[src/rtl/tsd_pkg.sv]
`timescale 1ns / 1ps
// ----------------------------------------------------------------------------
// tsd_pkg: shared types and constants of the 3-of-6 symbol decoder
// entry format between front and back, status codes, symbol table
// ----------------------------------------------------------------------------
package tsd_pkg;

  localparam int MAX_OUT_BYTES_DEF = 255;
  localparam int SKIP_W            = 12;
  localparam int RAW_W             = 8;
  localparam int BITN_W            = 4;
  localparam int CNT_W             = 8;
  localparam int SYM_W             = 6;

  localparam logic [SKIP_W-1:0] SKIP_BITS_RST     = '0;
  localparam logic [CNT_W-1:0]  MAX_OUT_BYTES_RST = 8'hFF;

  typedef enum logic [0:0] {
    CFG_SKIP_BITS     = 1'b0,
    CFG_MAX_OUT_BYTES = 1'b1
  } cfg_idx_t;

  typedef enum logic [2:0] {
    ST_OK      = 3'd0,
    ST_INVALID = 3'd1,
    ST_FULL    = 3'd2,
    ST_ODD     = 3'd3,
    ST_NO_DATA = 3'd4
  } status_t;

  typedef enum logic [1:0] {
    STOP_NONE    = 2'd0,
    STOP_INVALID = 2'd1,
    STOP_FULL    = 2'd2
  } stop_t;

  // data bits left after skipping, left aligned
  typedef struct packed {
    logic [RAW_W-1:0]  bits;
    logic [BITN_W-1:0] nbits;
    logic              last;
    logic              no_data;
  } tsd_entry_t;

  typedef struct packed {
    logic       hit;
    logic [3:0] nib;
  } sym_lkp_t;

  localparam logic [SYM_W-1:0] SYM_CODE [16] = '{
    6'h16, 6'h0D, 6'h0E, 6'h0B, 6'h1C, 6'h19, 6'h1A, 6'h13,
    6'h2C, 6'h25, 6'h26, 6'h23, 6'h34, 6'h31, 6'h32, 6'h29
  };

  function automatic sym_lkp_t sym_lookup(input logic [SYM_W-1:0] sym);
    sym_lkp_t r;
    r = '0;
    for (int i = 0; i < 16; i++) begin
      if (SYM_CODE[i] == sym) begin
        r.hit = 1'b1;
        r.nib = 4'(i);
      end
    end
    return r;
  endfunction

endpackage

[src/rtl/tsd_channels_if.sv]
`timescale 1ns / 1ps
// ----------------------------------------------------------------------------
// tsd channel interfaces
// valid/ready channels for raw input beats and decoded result beats
// ----------------------------------------------------------------------------
interface tsd_in_if;
  logic       valid;
  logic       ready;
  logic [7:0] raw_byte;
  logic [3:0] raw_len;
  logic       last;

  modport source (output valid, raw_byte, raw_len, last, input ready);
  modport sink   (input valid, raw_byte, raw_len, last, output ready);
endinterface

interface tsd_out_if;
  logic       valid;
  logic       ready;
  logic [7:0] data_byte;
  logic       byte_valid;
  logic       done_res;
  logic [2:0] status;
  logic [7:0] byte_count;

  modport source (output valid, data_byte, byte_valid, done_res, status, byte_count,
                  input ready);
  modport sink   (input valid, data_byte, byte_valid, done_res, status, byte_count,
                  output ready);
endinterface

[src/rtl/tsd_front.sv]
`timescale 1ns / 1ps
// ----------------------------------------------------------------------------
// tsd_front: input stage
// accepts raw beats, strips the leading skip bits and tracks frame data
// ----------------------------------------------------------------------------
module tsd_front import tsd_pkg::*; (
  input  logic              clk,
  input  logic              rst_n,
  tsd_in_if.sink            in_ch,
  input  logic [SKIP_W-1:0] skip_bits,
  output logic              push_valid,
  input  logic              push_ready,
  output tsd_entry_t        push_data
);

  logic              seen_r, seen_nxt;
  logic              any_r, any_nxt;
  logic [SKIP_W-1:0] skip_rem_r, skip_rem_nxt;

  logic [BITN_W-1:0] n_eff;
  logic [SKIP_W-1:0] skip_now;
  logic [BITN_W-1:0] k;
  logic [BITN_W-1:0] data_n;
  logic              any_now;
  logic              accept;

  always_comb begin
    n_eff    = (in_ch.raw_len > 4'd8) ? 4'd8 : in_ch.raw_len;
    // skip count reloads until the frame has seen a raw bit
    skip_now = seen_r ? skip_rem_r : skip_bits;
    if (skip_now >= {{(SKIP_W-BITN_W){1'b0}}, n_eff}) begin
      k = n_eff;
    end else begin
      k = skip_now[BITN_W-1:0];
    end
    data_n  = n_eff - k;
    any_now = any_r | (data_n != '0);

    push_valid        = in_ch.valid;
    in_ch.ready       = push_ready;
    push_data.bits    = in_ch.raw_byte << k;
    push_data.nbits   = data_n;
    push_data.last    = in_ch.last;
    push_data.no_data = ~any_now;

    accept       = in_ch.valid & push_ready;
    seen_nxt     = seen_r;
    any_nxt      = any_r;
    skip_rem_nxt = skip_rem_r;
    if (accept) begin
      if (in_ch.last) begin
        seen_nxt     = 1'b0;
        any_nxt      = 1'b0;
        skip_rem_nxt = '0;
      end else begin
        seen_nxt     = seen_r | (n_eff != '0);
        any_nxt      = any_now;
        skip_rem_nxt = skip_now - {{(SKIP_W-BITN_W){1'b0}}, k};
      end
    end
  end

  always_ff @(posedge clk) begin
    if (!rst_n) begin
      seen_r     <= 1'b0;
      any_r      <= 1'b0;
      skip_rem_r <= '0;
    end else begin
      seen_r     <= seen_nxt;
      any_r      <= any_nxt;
      skip_rem_r <= skip_rem_nxt;
    end
  end

endmodule

[src/rtl/tsd_queue.sv]
`timescale 1ns / 1ps
// ----------------------------------------------------------------------------
// tsd_queue: two-entry queue
// decouples the input stage from the symbol decode stage
// ----------------------------------------------------------------------------
module tsd_queue import tsd_pkg::*; (
  input  logic       clk,
  input  logic       rst_n,
  input  logic       push_valid,
  output logic       push_ready,
  input  tsd_entry_t push_data,
  output logic       pop_valid,
  input  logic       pop,
  output tsd_entry_t pop_data
);

  tsd_entry_t mem_r [2];
  logic       wr_ptr_r, wr_ptr_nxt;
  logic       rd_ptr_r, rd_ptr_nxt;
  logic [1:0] count_r, count_nxt;
  logic       push;
  logic       do_pop;

  always_comb begin
    push_ready = (count_r != 2'd2);
    pop_valid  = (count_r != 2'd0);
    pop_data   = mem_r[rd_ptr_r];
    push       = push_valid & push_ready;
    do_pop     = pop & pop_valid;
    wr_ptr_nxt = wr_ptr_r ^ push;
    rd_ptr_nxt = rd_ptr_r ^ do_pop;
    count_nxt  = count_r + {1'b0, push} - {1'b0, do_pop};
  end

  always_ff @(posedge clk) begin
    if (push) begin
      mem_r[wr_ptr_r] <= push_data;
    end
  end

  always_ff @(posedge clk) begin
    if (!rst_n) begin
      wr_ptr_r <= 1'b0;
      rd_ptr_r <= 1'b0;
      count_r  <= 2'd0;
    end else begin
      wr_ptr_r <= wr_ptr_nxt;
      rd_ptr_r <= rd_ptr_nxt;
      count_r  <= count_nxt;
    end
  end

endmodule

[src/rtl/tsd_back.sv]
`timescale 1ns / 1ps
// ----------------------------------------------------------------------------
// tsd_back: symbol decode stage
// assembles 6-bit symbols, maps them to nibbles, pairs bytes, reports status
// ----------------------------------------------------------------------------
module tsd_back import tsd_pkg::*; #(
  parameter int MAX_OUT_BYTES = MAX_OUT_BYTES_DEF
) (
  input  logic             clk,
  input  logic             rst_n,
  input  logic             q_valid,
  input  tsd_entry_t       q_data,
  output logic             q_pop,
  input  logic [CNT_W-1:0] max_out_bytes,
  tsd_out_if.source        out_ch
);

  // frame state
  logic [4:0]       buf_r, buf_nxt;
  logic [2:0]       held_r, held_nxt;
  logic [3:0]       up_r, up_nxt;
  logic             have_r, have_nxt;
  logic [CNT_W-1:0] bytes_r, bytes_nxt;
  stop_t            stop_r, stop_nxt;

  // output register
  logic             out_valid_r;
  logic [7:0]       data_byte_r;
  logic             byte_valid_r;
  logic             done_r;
  logic [2:0]       status_r;
  logic [CNT_W-1:0] byte_count_r;

  logic [15:0]      cap;
  logic [CNT_W-1:0] lim;
  logic [SYM_W-1:0] sym_v;
  sym_lkp_t         lk;
  logic             got;
  logic [7:0]       bval;
  status_t          st;
  logic             res;

  always_comb begin
    cap = 16'(MAX_OUT_BYTES);
    lim = ({8'b0, max_out_bytes} > cap) ? cap[CNT_W-1:0] : max_out_bytes;

    buf_nxt   = buf_r;
    held_nxt  = held_r;
    up_nxt    = up_r;
    have_nxt  = have_r;
    bytes_nxt = bytes_r;
    stop_nxt  = stop_r;
    got       = 1'b0;
    bval      = '0;
    sym_v     = '0;
    lk        = '0;
    // bit serial walk over at most eight data bits
    for (int i = 0; i < 8; i++) begin
      if ((4'(i) < q_data.nbits) && (stop_nxt == STOP_NONE)) begin
        sym_v = {buf_nxt, q_data.bits[3'(7 - i)]};
        if (held_nxt < 3'd5) begin
          buf_nxt  = sym_v[4:0];
          held_nxt = held_nxt + 3'd1;
        end else begin
          buf_nxt  = '0;
          held_nxt = '0;
          lk       = sym_lookup(sym_v);
          if (!lk.hit) begin
            stop_nxt = STOP_INVALID;
          end else if (!have_nxt) begin
            up_nxt   = lk.nib;
            have_nxt = 1'b1;
          end else if (bytes_nxt >= lim) begin
            stop_nxt = STOP_FULL;
          end else begin
            bval      = {up_nxt, lk.nib};
            got       = 1'b1;
            bytes_nxt = bytes_nxt + 8'd1;
            have_nxt  = 1'b0;
          end
        end
      end
    end

    if (q_data.no_data) begin
      st = ST_NO_DATA;
    end else begin
      unique case (stop_nxt)
        STOP_INVALID: st = ST_INVALID;
        STOP_FULL:    st = ST_FULL;
        STOP_NONE:    st = ((bytes_nxt == '0) || have_nxt) ? ST_ODD : ST_OK;
        default:      st = ST_OK;
      endcase
    end

    res   = got | q_data.last;
    q_pop = q_valid & (~out_valid_r | out_ch.ready);

    out_ch.valid      = out_valid_r;
    out_ch.data_byte  = data_byte_r;
    out_ch.byte_valid = byte_valid_r;
    out_ch.done_res   = done_r;
    out_ch.status     = status_r;
    out_ch.byte_count = byte_count_r;
  end

  always_ff @(posedge clk) begin
    if (!rst_n) begin
      buf_r       <= '0;
      held_r      <= '0;
      up_r        <= '0;
      have_r      <= 1'b0;
      bytes_r     <= '0;
      stop_r      <= STOP_NONE;
      out_valid_r <= 1'b0;
    end else begin
      if (q_pop) begin
        out_valid_r <= res;
        if (q_data.last) begin
          buf_r   <= '0;
          held_r  <= '0;
          up_r    <= '0;
          have_r  <= 1'b0;
          bytes_r <= '0;
          stop_r  <= STOP_NONE;
        end else begin
          buf_r   <= buf_nxt;
          held_r  <= held_nxt;
          up_r    <= up_nxt;
          have_r  <= have_nxt;
          bytes_r <= bytes_nxt;
          stop_r  <= stop_nxt;
        end
      end else if (out_ch.ready) begin
        out_valid_r <= 1'b0;
      end
    end
  end

  always_ff @(posedge clk) begin
    if (q_pop && res) begin
      data_byte_r  <= bval;
      byte_valid_r <= got;
      done_r       <= q_data.last;
      status_r     <= q_data.last ? st : ST_OK;
      byte_count_r <= q_data.last ? bytes_nxt : '0;
    end
  end

  a_held_range: assert property (@(posedge clk) disable iff (!rst_n)
    held_r <= 3'd5)
    else $error("symbol bit count out of range");

  a_mid_frame_fields: assert property (@(posedge clk) disable iff (!rst_n)
    out_valid_r && !done_r |-> status_r == ST_OK && byte_count_r == '0 && byte_valid_r)
    else $error("mid-frame result without byte or with status");

  a_no_byte_zero: assert property (@(posedge clk) disable iff (!rst_n)
    out_valid_r && !byte_valid_r |-> data_byte_r == '0)
    else $error("data byte not zero without byte");

  a_frame_clear: assert property (@(posedge clk) disable iff (!rst_n)
    q_pop && q_data.last |=> held_r == '0 && bytes_r == '0 && !have_r && stop_r == STOP_NONE)
    else $error("frame state not cleared after last beat");

endmodule

[src/rtl/three_of_six_symbol_decoder_core.sv]
`timescale 1ns / 1ps
// ----------------------------------------------------------------------------
// three_of_six_symbol_decoder_core: 3-of-6 line code decoder
// raw bits in, msb first; decoded bytes and a frame status out
// ----------------------------------------------------------------------------
// a result beat is held in a queue entry and then in the output register
//   before it is presented
// throughput: one input beat per cycle while the output side takes results;
//   the decode stage handles all eight bits of a beat combinationally
// a two-entry queue between input stage and decode stage; the output
//   register takes a new result in the cycle the old one is taken
// reset: synchronous active low; clears frame state and queue, loads the
//   register defaults (skip 0, byte limit 255); no clearing pass
module three_of_six_symbol_decoder_core import tsd_pkg::*; #(
  parameter int MAX_OUT_BYTES = MAX_OUT_BYTES_DEF
) (
  input  logic              clk,
  input  logic              rst_n,
  tsd_in_if.sink            in_ch,
  tsd_out_if.source         out_ch,
  input  logic              cfg_we,
  input  logic [0:0]        cfg_index,
  input  logic [SKIP_W-1:0] cfg_data
);

  // configuration registers
  logic [SKIP_W-1:0] skip_bits_r;
  logic [CNT_W-1:0]  max_out_bytes_r;

  // front to queue
  logic       push_valid;
  logic       push_ready;
  tsd_entry_t push_data;

  // queue to back
  logic       q_valid;
  logic       q_pop;
  tsd_entry_t q_data;

  // register writes must come only while the decoder is idle (not enforced)
  always_ff @(posedge clk) begin
    if (!rst_n) begin
      skip_bits_r     <= SKIP_BITS_RST;
      max_out_bytes_r <= MAX_OUT_BYTES_RST;
    end else if (cfg_we) begin
      unique case (cfg_idx_t'(cfg_index))
        CFG_SKIP_BITS:     skip_bits_r     <= cfg_data;
        CFG_MAX_OUT_BYTES: max_out_bytes_r <= cfg_data[CNT_W-1:0];
        default:           ;
      endcase
    end
  end

  // input stage: clamp bit count, drop skipped bits, flag frames with no data
  tsd_front u_front (
    .clk        (clk),
    .rst_n      (rst_n),
    .in_ch      (in_ch),
    .skip_bits  (skip_bits_r),
    .push_valid (push_valid),
    .push_ready (push_ready),
    .push_data  (push_data)
  );

  // short queue so either side can stall on its own
  tsd_queue u_queue (
    .clk        (clk),
    .rst_n      (rst_n),
    .push_valid (push_valid),
    .push_ready (push_ready),
    .push_data  (push_data),
    .pop_valid  (q_valid),
    .pop        (q_pop),
    .pop_data   (q_data)
  );

  // decode stage: symbols to nibbles, bytes out, status on the last beat
  tsd_back #(
    .MAX_OUT_BYTES (MAX_OUT_BYTES)
  ) u_back (
    .clk           (clk),
    .rst_n         (rst_n),
    .q_valid       (q_valid),
    .q_data        (q_data),
    .q_pop         (q_pop),
    .max_out_bytes (max_out_bytes_r),
    .out_ch        (out_ch)
  );

endmodule
[src/flat_wrapper.sv]
// flat-port wrapper written by rule: the top's interface ports become plain ports
module three_of_six_symbol_decoder_core_flat import tsd_pkg::*;
#(
  parameter int MAX_OUT_BYTES = MAX_OUT_BYTES_DEF
)
  (clk, rst_n, cfg_we, cfg_index, cfg_data, in_ch_valid, in_ch_raw_byte, in_ch_raw_len, in_ch_last, in_ch_ready, out_ch_valid, out_ch_data_byte, out_ch_byte_valid, out_ch_done_res, out_ch_status, out_ch_byte_count, out_ch_ready);
  tsd_in_if in_ch_i ();
  tsd_out_if out_ch_i ();
  input  logic clk;
  input  logic rst_n;
  input  logic cfg_we;
  input  logic [0:0] cfg_index;
  input  logic [SKIP_W-1:0] cfg_data;
  input wire logic [$bits(in_ch_i.valid)-1:0] in_ch_valid;
  input wire logic [$bits(in_ch_i.raw_byte)-1:0] in_ch_raw_byte;
  input wire logic [$bits(in_ch_i.raw_len)-1:0] in_ch_raw_len;
  input wire logic [$bits(in_ch_i.last)-1:0] in_ch_last;
  output wire logic [$bits(in_ch_i.ready)-1:0] in_ch_ready;
  output wire logic [$bits(out_ch_i.valid)-1:0] out_ch_valid;
  output wire logic [$bits(out_ch_i.data_byte)-1:0] out_ch_data_byte;
  output wire logic [$bits(out_ch_i.byte_valid)-1:0] out_ch_byte_valid;
  output wire logic [$bits(out_ch_i.done_res)-1:0] out_ch_done_res;
  output wire logic [$bits(out_ch_i.status)-1:0] out_ch_status;
  output wire logic [$bits(out_ch_i.byte_count)-1:0] out_ch_byte_count;
  input wire logic [$bits(out_ch_i.ready)-1:0] out_ch_ready;
  assign in_ch_i.valid = in_ch_valid;
  assign in_ch_i.raw_byte = in_ch_raw_byte;
  assign in_ch_i.raw_len = in_ch_raw_len;
  assign in_ch_i.last = in_ch_last;
  assign in_ch_ready = in_ch_i.ready;
  assign out_ch_valid = out_ch_i.valid;
  assign out_ch_data_byte = out_ch_i.data_byte;
  assign out_ch_byte_valid = out_ch_i.byte_valid;
  assign out_ch_done_res = out_ch_i.done_res;
  assign out_ch_status = out_ch_i.status;
  assign out_ch_byte_count = out_ch_i.byte_count;
  assign out_ch_i.ready = out_ch_ready;
  three_of_six_symbol_decoder_core #(.MAX_OUT_BYTES(MAX_OUT_BYTES)) u_core (.clk(clk), .rst_n(rst_n), .in_ch(in_ch_i), .out_ch(out_ch_i), .cfg_we(cfg_we), .cfg_index(cfg_index), .cfg_data(cfg_data));
endmodule
[config.mk]
export PLATFORM = sky130hd
export DESIGN_NAME = three_of_six_symbol_decoder_core_flat
export DESIGN_NICKNAME = d
export VERILOG_FILES = /design/src/rtl/tsd_pkg.sv /design/src/rtl/tsd_channels_if.sv /design/src/rtl/tsd_front.sv /design/src/rtl/tsd_queue.sv /design/src/rtl/tsd_back.sv /design/src/rtl/three_of_six_symbol_decoder_core.sv /design/src/flat_wrapper.sv
export SDC_FILE = /design/constraint.sdc
export NUM_CORES = 1
export LEC_CHECK = 0
export BUFFER_PORTS_ARGS = -buffer_cell sky130_fd_sc_hd__buf_2
export CORE_ASPECT_RATIO = 1.2
export CORE_MARGIN = 3
export CORE_UTILIZATION = 40
export DETAILED_ROUTE_END_ITERATION = 7
export GPL_ROUTABILITY_DRIVEN = 0
export SLEW_MARGIN = 25
export SYNTH_ARGS = -nofsm -noshare
export SYNTH_HDL_FRONTEND = slang
export SYNTH_SLANG_ARGS = --single-unit
[constraint.sdc]
create_clock -name clk -period 11.7 [get_ports clk]
set_clock_uncertainty 0.1 [all_clocks]
set_input_delay 1.17 -clock clk [delete_from_list [all_inputs] [get_ports clk]]
set_output_delay 1.17 -clock clk [all_outputs]
set_load 0.05 [all_outputs]
==> impl_metrics.csv, run 1 <==
group,metric,value,unit
logic_synthesis,yosysWarnings,0,
sta,period_share,97.1,%
flow_run,maxCapViolations,0,
clock_tree,clkTransAtPathRegs,0.09,ns
final_layout,final_common_cell,"buf_4",
sta,relSlewSlack,28.1,%
logic_synthesis,synthFlopType,"dfxtp_1",
worst_setup_path,startpoint_type,"flip-flop",
detailed_routing,postRouteWirelength,30600,um
logic_synthesis,yosys.area.top_type,"dfxtp_1",
global_routing,grt_overflow,0,
status,status,"completed",
worst_setup_path,crit_path_end_kind,"flip-flop",
min_path,hold_path_end,"u_core.skip_bits_r[11]$_SDFFE_PN0P_",
floorplanning,ios,54,
final_layout,nets,1501,
place,portBuffers,49,
detailed_routing,drt_iter0_markers,619,
sta,fin_tns_setup,0,ns
detailed_routing,wire_per_inst,17.7,um
floorplanning,core_area,24100,sq um
logic_synthesis,synth_cell_types,99,
logic_synthesis,synth_edf_count,41,
final_layout,fin_util,50.8,%
worst_setup_path,worstPathRequired,11.73,ns
global_routing,grt.total_usage,22.3,%
clock_tree,htree_num_levels,3,
global_routing,grt_pass1_wl,48000,um
logic_synthesis,syn_inst,1225,
logic_synthesis,syn_area,9920,sq um
global_routing,grt_max_degree,64,
logic_synthesis,ys_ff_latch,104,
clock_tree,insertion_delay,0.37,ns
sta,fin_crit,11.36,ns
final_layout,final_cell_mix,"buf_4 (158), nand2_1 (141), nor2_1 (86)",
worst_setup_path,cpPeakStageDelay,0.60,ns
place,dp_hpwl,23600,um
min_path,holdPathStages,2,
place,dp_cells,1697,
logic_synthesis,synth_area_leaders,"dfxtp_1 (13%), edfxtp_1 (12%), ha_1 (8.6%)",
final_layout,area_growth,23.7,%
clock_tree,cts_made_buffers,9,
worst_setup_path,worstReg2RegEnd,"u_core.u_back.out_ch.byte_count[2]$_SDFFCE_PN0P_",
clock_tree,clk_path_buf_depth,2,
worst_setup_path,slowest_stage,"or4b_4",
logic_synthesis,synth.net_count,1326,
worst_setup_path,rr_worst_depth,54,
logic_synthesis,synth.avg_cell_area,8.09,sq um
detailed_routing,via_per_inst,5.79,
worst_setup_path,reg2reg_from,"u_core.u_back.bytes_r[0]$_SDFFE_PN0P_",
detailed_routing,drc,0,
worst_setup_path,crit_arrival,11.39,ns
floorplanning,start_util,41.1,%
place,place_ws,-0.357,ns
detailed_routing,ant_nets,0,
sta,slew_violations,0,
floorplanning,die_x,150,um
sta,finalHoldViolations,0,
sta,finalSetupViolCount,0,
clock_tree,cts_tree,"built",
logic_synthesis,yosysSeqAreaShare,25.1,%
worst_setup_path,worstSetupPathType,"flip-flop to flip-flop",
floorplanning,rows,62,
final_layout,drive_above_1_share,23.6,%
worst_setup_path,r2r_slack,0.34,ns
global_routing,grt_pass1_vias,9341,
detailed_routing,dr.pass1.iters,6,
final_layout,diodes,0,
detailed_routing,vias,9992,
logic_synthesis,async_flop_share,0,%
sta,fmax,88.0,MHz
floorplanning,die_area,26700,sq um
clock_tree,cts_sinks,104,
worst_setup_path,path_max_fanout,13,
global_routing,antenna_found_initial,0,
sta,tightest_slew,1.07,ns
min_path,hold_path.class,"flip-flop to flip-flop",
worst_setup_path,critical_path.most_common_cell,"a21o_1",
clock_tree,clockRootBuffer,"clkbuf_16",
floorplanning,dieHeight,178,um
min_path,hold_start,"u_core.skip_bits_r[11]$_SDFFE_PN0P_",
final_layout,instances_no_fill,1725,
clock_tree,ctsHoldBuffers,0,
logic_synthesis,synth_top_area_share,12.7,%
sta,fin_ws,0.342,ns
-- synthesized netlist by cell type (all sizes together) (8+ instances only) --
master,count
a211o,8
a211oi,9
a21boi,16
a21o,23
a21oi,65
a22oi,22
a31oi,17
a32oi,9
and2,27
and3,13
buf,18
clkbuf,31
dfxtp,63
edfxtp,41
ha,68
inv,53
mux2,17
mux2i,35
nand2,144
nand2b,19
nand3,39
nand4,11
nor2,88
nor2b,40
nor3,38
nor3b,10
nor4,11
o211ai,19
o21a,8
o21ai,79
o22ai,9
xnor2,40
xor2,19
-- worst max-delay path, delay by kind of cell (launching register included) --
family | cells | cell delay, ns
AO/OA/AOI/OAI | 26 | 5.04
AND/OR/NAND/NOR | 10 | 1.91
buffers and inverters | 9 | 1.35
adder cells (fa/ha/maj) | 5 | 1.32
multiplexers | 2 | 0.58
XOR/XNOR | 2 | 0.43
flip-flops | 1 | 0.33
-- registers in the layout, summed over array words and instances, names as in the netlist, 2 cells and up, named ones only --
register and cells:
u_core.u_queue.mem_r 20, u_core.skip_bits_r 12, u_core.u_front.skip_rem_r 12, u_core.max_out_bytes_r 8, u_core.u_back.bytes_r 8, u_core.u_back.out_ch.byte_count 8, u_core.u_back.out_ch.data_byte 8, u_core.u_back.buf_r 5
u_core.u_back.up_r 4, u_core.u_back.held_r 3, u_core.u_back.out_ch.status 3, u_core.u_back.stop_r 2, u_core.u_queue.count_r 2
-- metal layers --
| layer | global-route usage [%] | wire [um] | part of all wire, % | vias to the layer above |
|---|---|---|---|---|
| met5 | 0 | 0 | 0 | - |
| met4 | 8.05 | 1070 | 3.5 | 0 |
| met3 | 3.23 | 1550 | 5.1 | 68 |
| met2 | 39.0 | 14900 | 49 | 332 |
| met1 | 27.9 | 13000 | 43 | 4681 |
| li1 | - | - | - | 4911 |
-- kinds of logic (layout without fill, tap and decap cells) --
| kind of cell | after synthesis | after routing | share of synthesized area (%) |
|---|---|---|---|
| AOI/OAI and AO/OA | 362 | 362 | 25.6 |
| and+or+nand+nor | 473 | 473 | 25.0 |
| buffers and inverters | 105 | 285 | 4.48 |
| DFF | 104 | 104 | 25.1 |
| adders and majority gates | 70 | 70 | 8.98 |
| xor gates and xnor gates | 59 | 59 | 5.21 |
| muxes | 52 | 52 | 5.50 |
-- how the worst max path moves through the flow --
stage                                                from                                          endpoint  cells past startpoint
floorplan           u_core.u_back.bytes_r[0]$_SDFFE_PN0P_  u_core.u_back.out_ch.byte_count[0]$_SDFFCE_PN0P_                     52
global placement    u_core.u_back.bytes_r[0]$_SDFFE_PN0P_      u_core.u_back.out_ch.status[0]$_SDFFCE_PP0P_                     53
detailed placement  u_core.u_back.bytes_r[0]$_SDFFE_PN0P_      u_core.u_back.out_ch.status[1]$_SDFFCE_PP0P_                     55
CTS                 u_core.u_back.bytes_r[0]$_SDFFE_PN0P_           u_core.u_back.out_ch.done_res$_DFFE_PP_                     54
global route        u_core.u_back.bytes_r[0]$_SDFFE_PN0P_  u_core.u_back.out_ch.byte_count[5]$_SDFFCE_PN0P_                     52
finish              u_core.u_back.bytes_r[0]$_SDFFE_PN0P_  u_core.u_back.out_ch.byte_count[2]$_SDFFCE_PN0P_                     54
-- metrics by stage --
stage / hold slack (ns) / instance area, sq um
final: 0.394 / 12300
after global placement: 0.376 / 11500
after detailed placement: 0.387 / 11500
after floorplan: 0.341 / 9950
after global routing: 0.437 / 12300
after CTS: 0.398 / 11900
-- final cells by class --
cell class | instances | area, sq um
Clock inverter | 7 | 104
Multi-Input combinational cell | 1016 | 7300
Tap cell | 320 | 400
Fill cell | 2267 | 11900
Sequential cell | 104 | 2490
Timing Repair Buffer | 213 | 1530
Inverter | 56 | 214
Clock buffer | 9 | 225
-- timing repair --
| action | CTS | global route |
|---|---|---|
| pin swaps | 0 | 44 |
| setup buffers | 1 | 9 |
| gates cloned | 0 | 2 |
| resized for setup | 8 | 47 |
| endpoints found under the setup margin | 48 | 54 |
Power of run 1 is left out: the tool's default activity adds up to more than one toggle a clock period on the data nets, which glitch-free logic cannot reach.
==> run 2, diff against run 1 <==
--- a/config.mk
+++ b/config.mk
@@ -9,9 +9,9 @@
 export CORE_ASPECT_RATIO = 1.2
 export CORE_MARGIN = 3
 export CORE_UTILIZATION = 40
+export CTS_BUF_LIST = sky130_fd_sc_hd__clkbuf_4 sky130_fd_sc_hd__clkbuf_8 sky130_fd_sc_hd__clkbuf_16
 export DETAILED_ROUTE_END_ITERATION = 7
 export GPL_ROUTABILITY_DRIVEN = 0
-export SLEW_MARGIN = 25
 export SYNTH_ARGS = -nofsm -noshare
 export SYNTH_HDL_FRONTEND = slang
 export SYNTH_SLANG_ARGS = --single-unit
==> constraint.sdc (replaced) <==
create_clock -name clk -period 11.7 [get_ports clk]
set_clock_uncertainty 0.1 [all_clocks]
set_input_delay 3.51 -clock clk [delete_from_list [all_inputs] [get_ports clk]]
set_output_delay 3.51 -clock clk [all_outputs]
set_load 0.05 [all_outputs]
==> impl_metrics.csv, run 2 (synthesis gave the netlist of run 1 again) <==
group,metric,value,unit
sta,tightest_slew,1.05,ns
min_path,hold_path.class,"flip-flop to flip-flop",
floorplanning,core_area,24100,sq um
worst_setup_path,crit_path_end_kind,"flip-flop",
clock_tree,clk_path_buf_depth,2,
final_layout,largest_reg_flops,20,
sta,relSlewSlack,30.1,%
sta,slew_violations,0,
floorplanning,ios,54,
detailed_routing,drt_iter0_markers,693,
floorplanning,die_x,150,um
global_routing,grt_max_degree,64,
global_routing,grt.total_usage,22.5,%
sta,finalHoldViolations,0,
worst_setup_path,path_buf_inv,7,
final_layout,nFillCells,2259,
global_routing,antenna_found_initial,0,
sta,fin_crit,11.38,ns
global_routing,grt_pass1_vias,9415,
clock_tree,ctsHoldBuffers,0,
worst_setup_path,critical_path.most_common_cell,"a21o_1",
flow_run,maxCapViolations,0,
detailed_routing,dr.pass1.iters,5,
final_layout,final_common_cell,"buf_4",
sta,period_share,97.3,%
floorplanning,rows,62,
sta,fmax,87.9,MHz
final_layout,area_growth,23.9,%
worst_setup_path,path_max_fanout,8,
final_layout,register_area,2490,sq um
final_layout,nets,1490,
final_layout,diodes,0,
floorplanning,die_area,26700,sq um
detailed_routing,vias,9906,
worst_setup_path,startpoint_type,"flip-flop",
worst_setup_path,slowest_stage,"or4b_4",
sta,finalSetupViolCount,0,
detailed_routing,wire_per_inst,17.9,um
worst_setup_path,worstSetupPathType,"flip-flop to flip-flop",
clock_tree,insertion_delay,0.37,ns
final_layout,multiInputGateArea,7390,sq um
place,portBuffers,49,
final_layout,final_cell_mix,"buf_4 (141), nand2_1 (139), nor2_1 (85)",
worst_setup_path,worstPathRequired,11.74,ns
clock_tree,clockRootBuffer,"clkbuf_16",
place,dp_hpwl,23800,um
clock_tree,clkTransAtPathRegs,0.09,ns
status,status,"completed",
detailed_routing,drc,0,
floorplanning,start_util,41.1,%
worst_setup_path,crit_arrival,11.42,ns
final_layout,drive_above_1_share,24.4,%
global_routing,grt_pass1_wl,48300,um
detailed_routing,via_per_inst,5.78,
final_layout,design_area,12300,sq um
floorplanning,dieHeight,178,um
place,dpl_cell_area,11400,sq um
clock_tree,cts_made_buffers,9,
final_layout,instances_no_fill,1714,
final_layout,largestRegisters,"u_core.u_queue.mem_r (20), u_core.skip_bits_r (12), u_core.u_front.skip_rem_r (12)",
clock_tree,cts_tree,"built",
clock_tree,htree_num_levels,3,
worst_setup_path,cpPeakStageDelay,0.58,ns
final_layout,top_register,"u_core.u_queue.mem_r",
detailed_routing,ant_nets,0,
global_routing,grt_overflow,0,
worst_setup_path,crit_family,"compound AO/OA/AOI/OAI gates",
detailed_routing,postRouteWirelength,30700,um
place,dp_cells,1678,
clock_tree,cts_sinks,104,
-- run 2: final timing paths --
| kind | from | to | slack [ns] | cells after the start |
|---|---|---|---|---|
| worst max register to register | u_core.u_back.bytes_r[0]$_SDFFE_PN0P_ | u_core.u_back.out_ch.byte_count[4]$_SDFFCE_PN0P_ | 0.32 | 54 |
| worst min register to register | u_core.skip_bits_r[11]$_SDFFE_PN0P_ | u_core.skip_bits_r[11]$_SDFFE_PN0P_ | 0.40 | 2 |
| worst min-delay path | u_core.skip_bits_r[11]$_SDFFE_PN0P_ | u_core.skip_bits_r[11]$_SDFFE_PN0P_ | 0.40 | 2 |
| worst max-delay path | u_core.u_back.bytes_r[0]$_SDFFE_PN0P_ | u_core.u_back.out_ch.byte_count[4]$_SDFFCE_PN0P_ | 0.32 | 54 |
-- run 2: area by class of cell --
class	instances	area share [%]
inverters	56	1.74
flip-flops and latches	104	20.3
multi-input cells	1016	60.1
repair buffers	202	11.9
clock buffers	9	1.83
clock inverters	7	0.815
well taps	320	3.26
-- run 2: per-stage QoR --
step | hold slack [ns] | utilization [%] | setup TNS, ns | setup WS (ns)
floorplan | 0.341 | - | 0 | 0.0503
global placement | 0.379 | 47.2 | -0.0393 | -0.0197
detailed placement | 0.383 | 47.2 | -3.79 | -0.200
CTS | 0.395 | 48.7 | 0 | 0.0334
global route | 0.408 | 50.9 | -2.94 | -0.143
finish | 0.395 | 50.9 | 0 | 0.318
-- run 2: what timing repair did --
| item | 4_1_cts | 5_1_grt |
|---|---|---|
| hold endpoints to repair | 0 | 0 |
| setup buffers | 1 | 18 |
| gates resized for setup | 7 | 75 |
| gates cloned | 0 | 1 |
| pin swaps | 2 | 47 |
| setup endpoints to repair | 35 | 54 |
-- run 2: tightest hold or removal path, cell delays in order (launching register included) --
cell      delay, ns
dfxtp_1        0.33
nand2_1        0.05
a21boi_0       0.06
-- run 2: layer usage --
metal  routed length [um]  GRT usage (%)  vias up
met3                 1520           2.92       55
met4                  934           9.12        0
met1                13300           28.0     4659
met2                15000           39.1      295
li1                     -              -     4897
met5                    0              0        -
Power of run 2 is left out for the same reason.
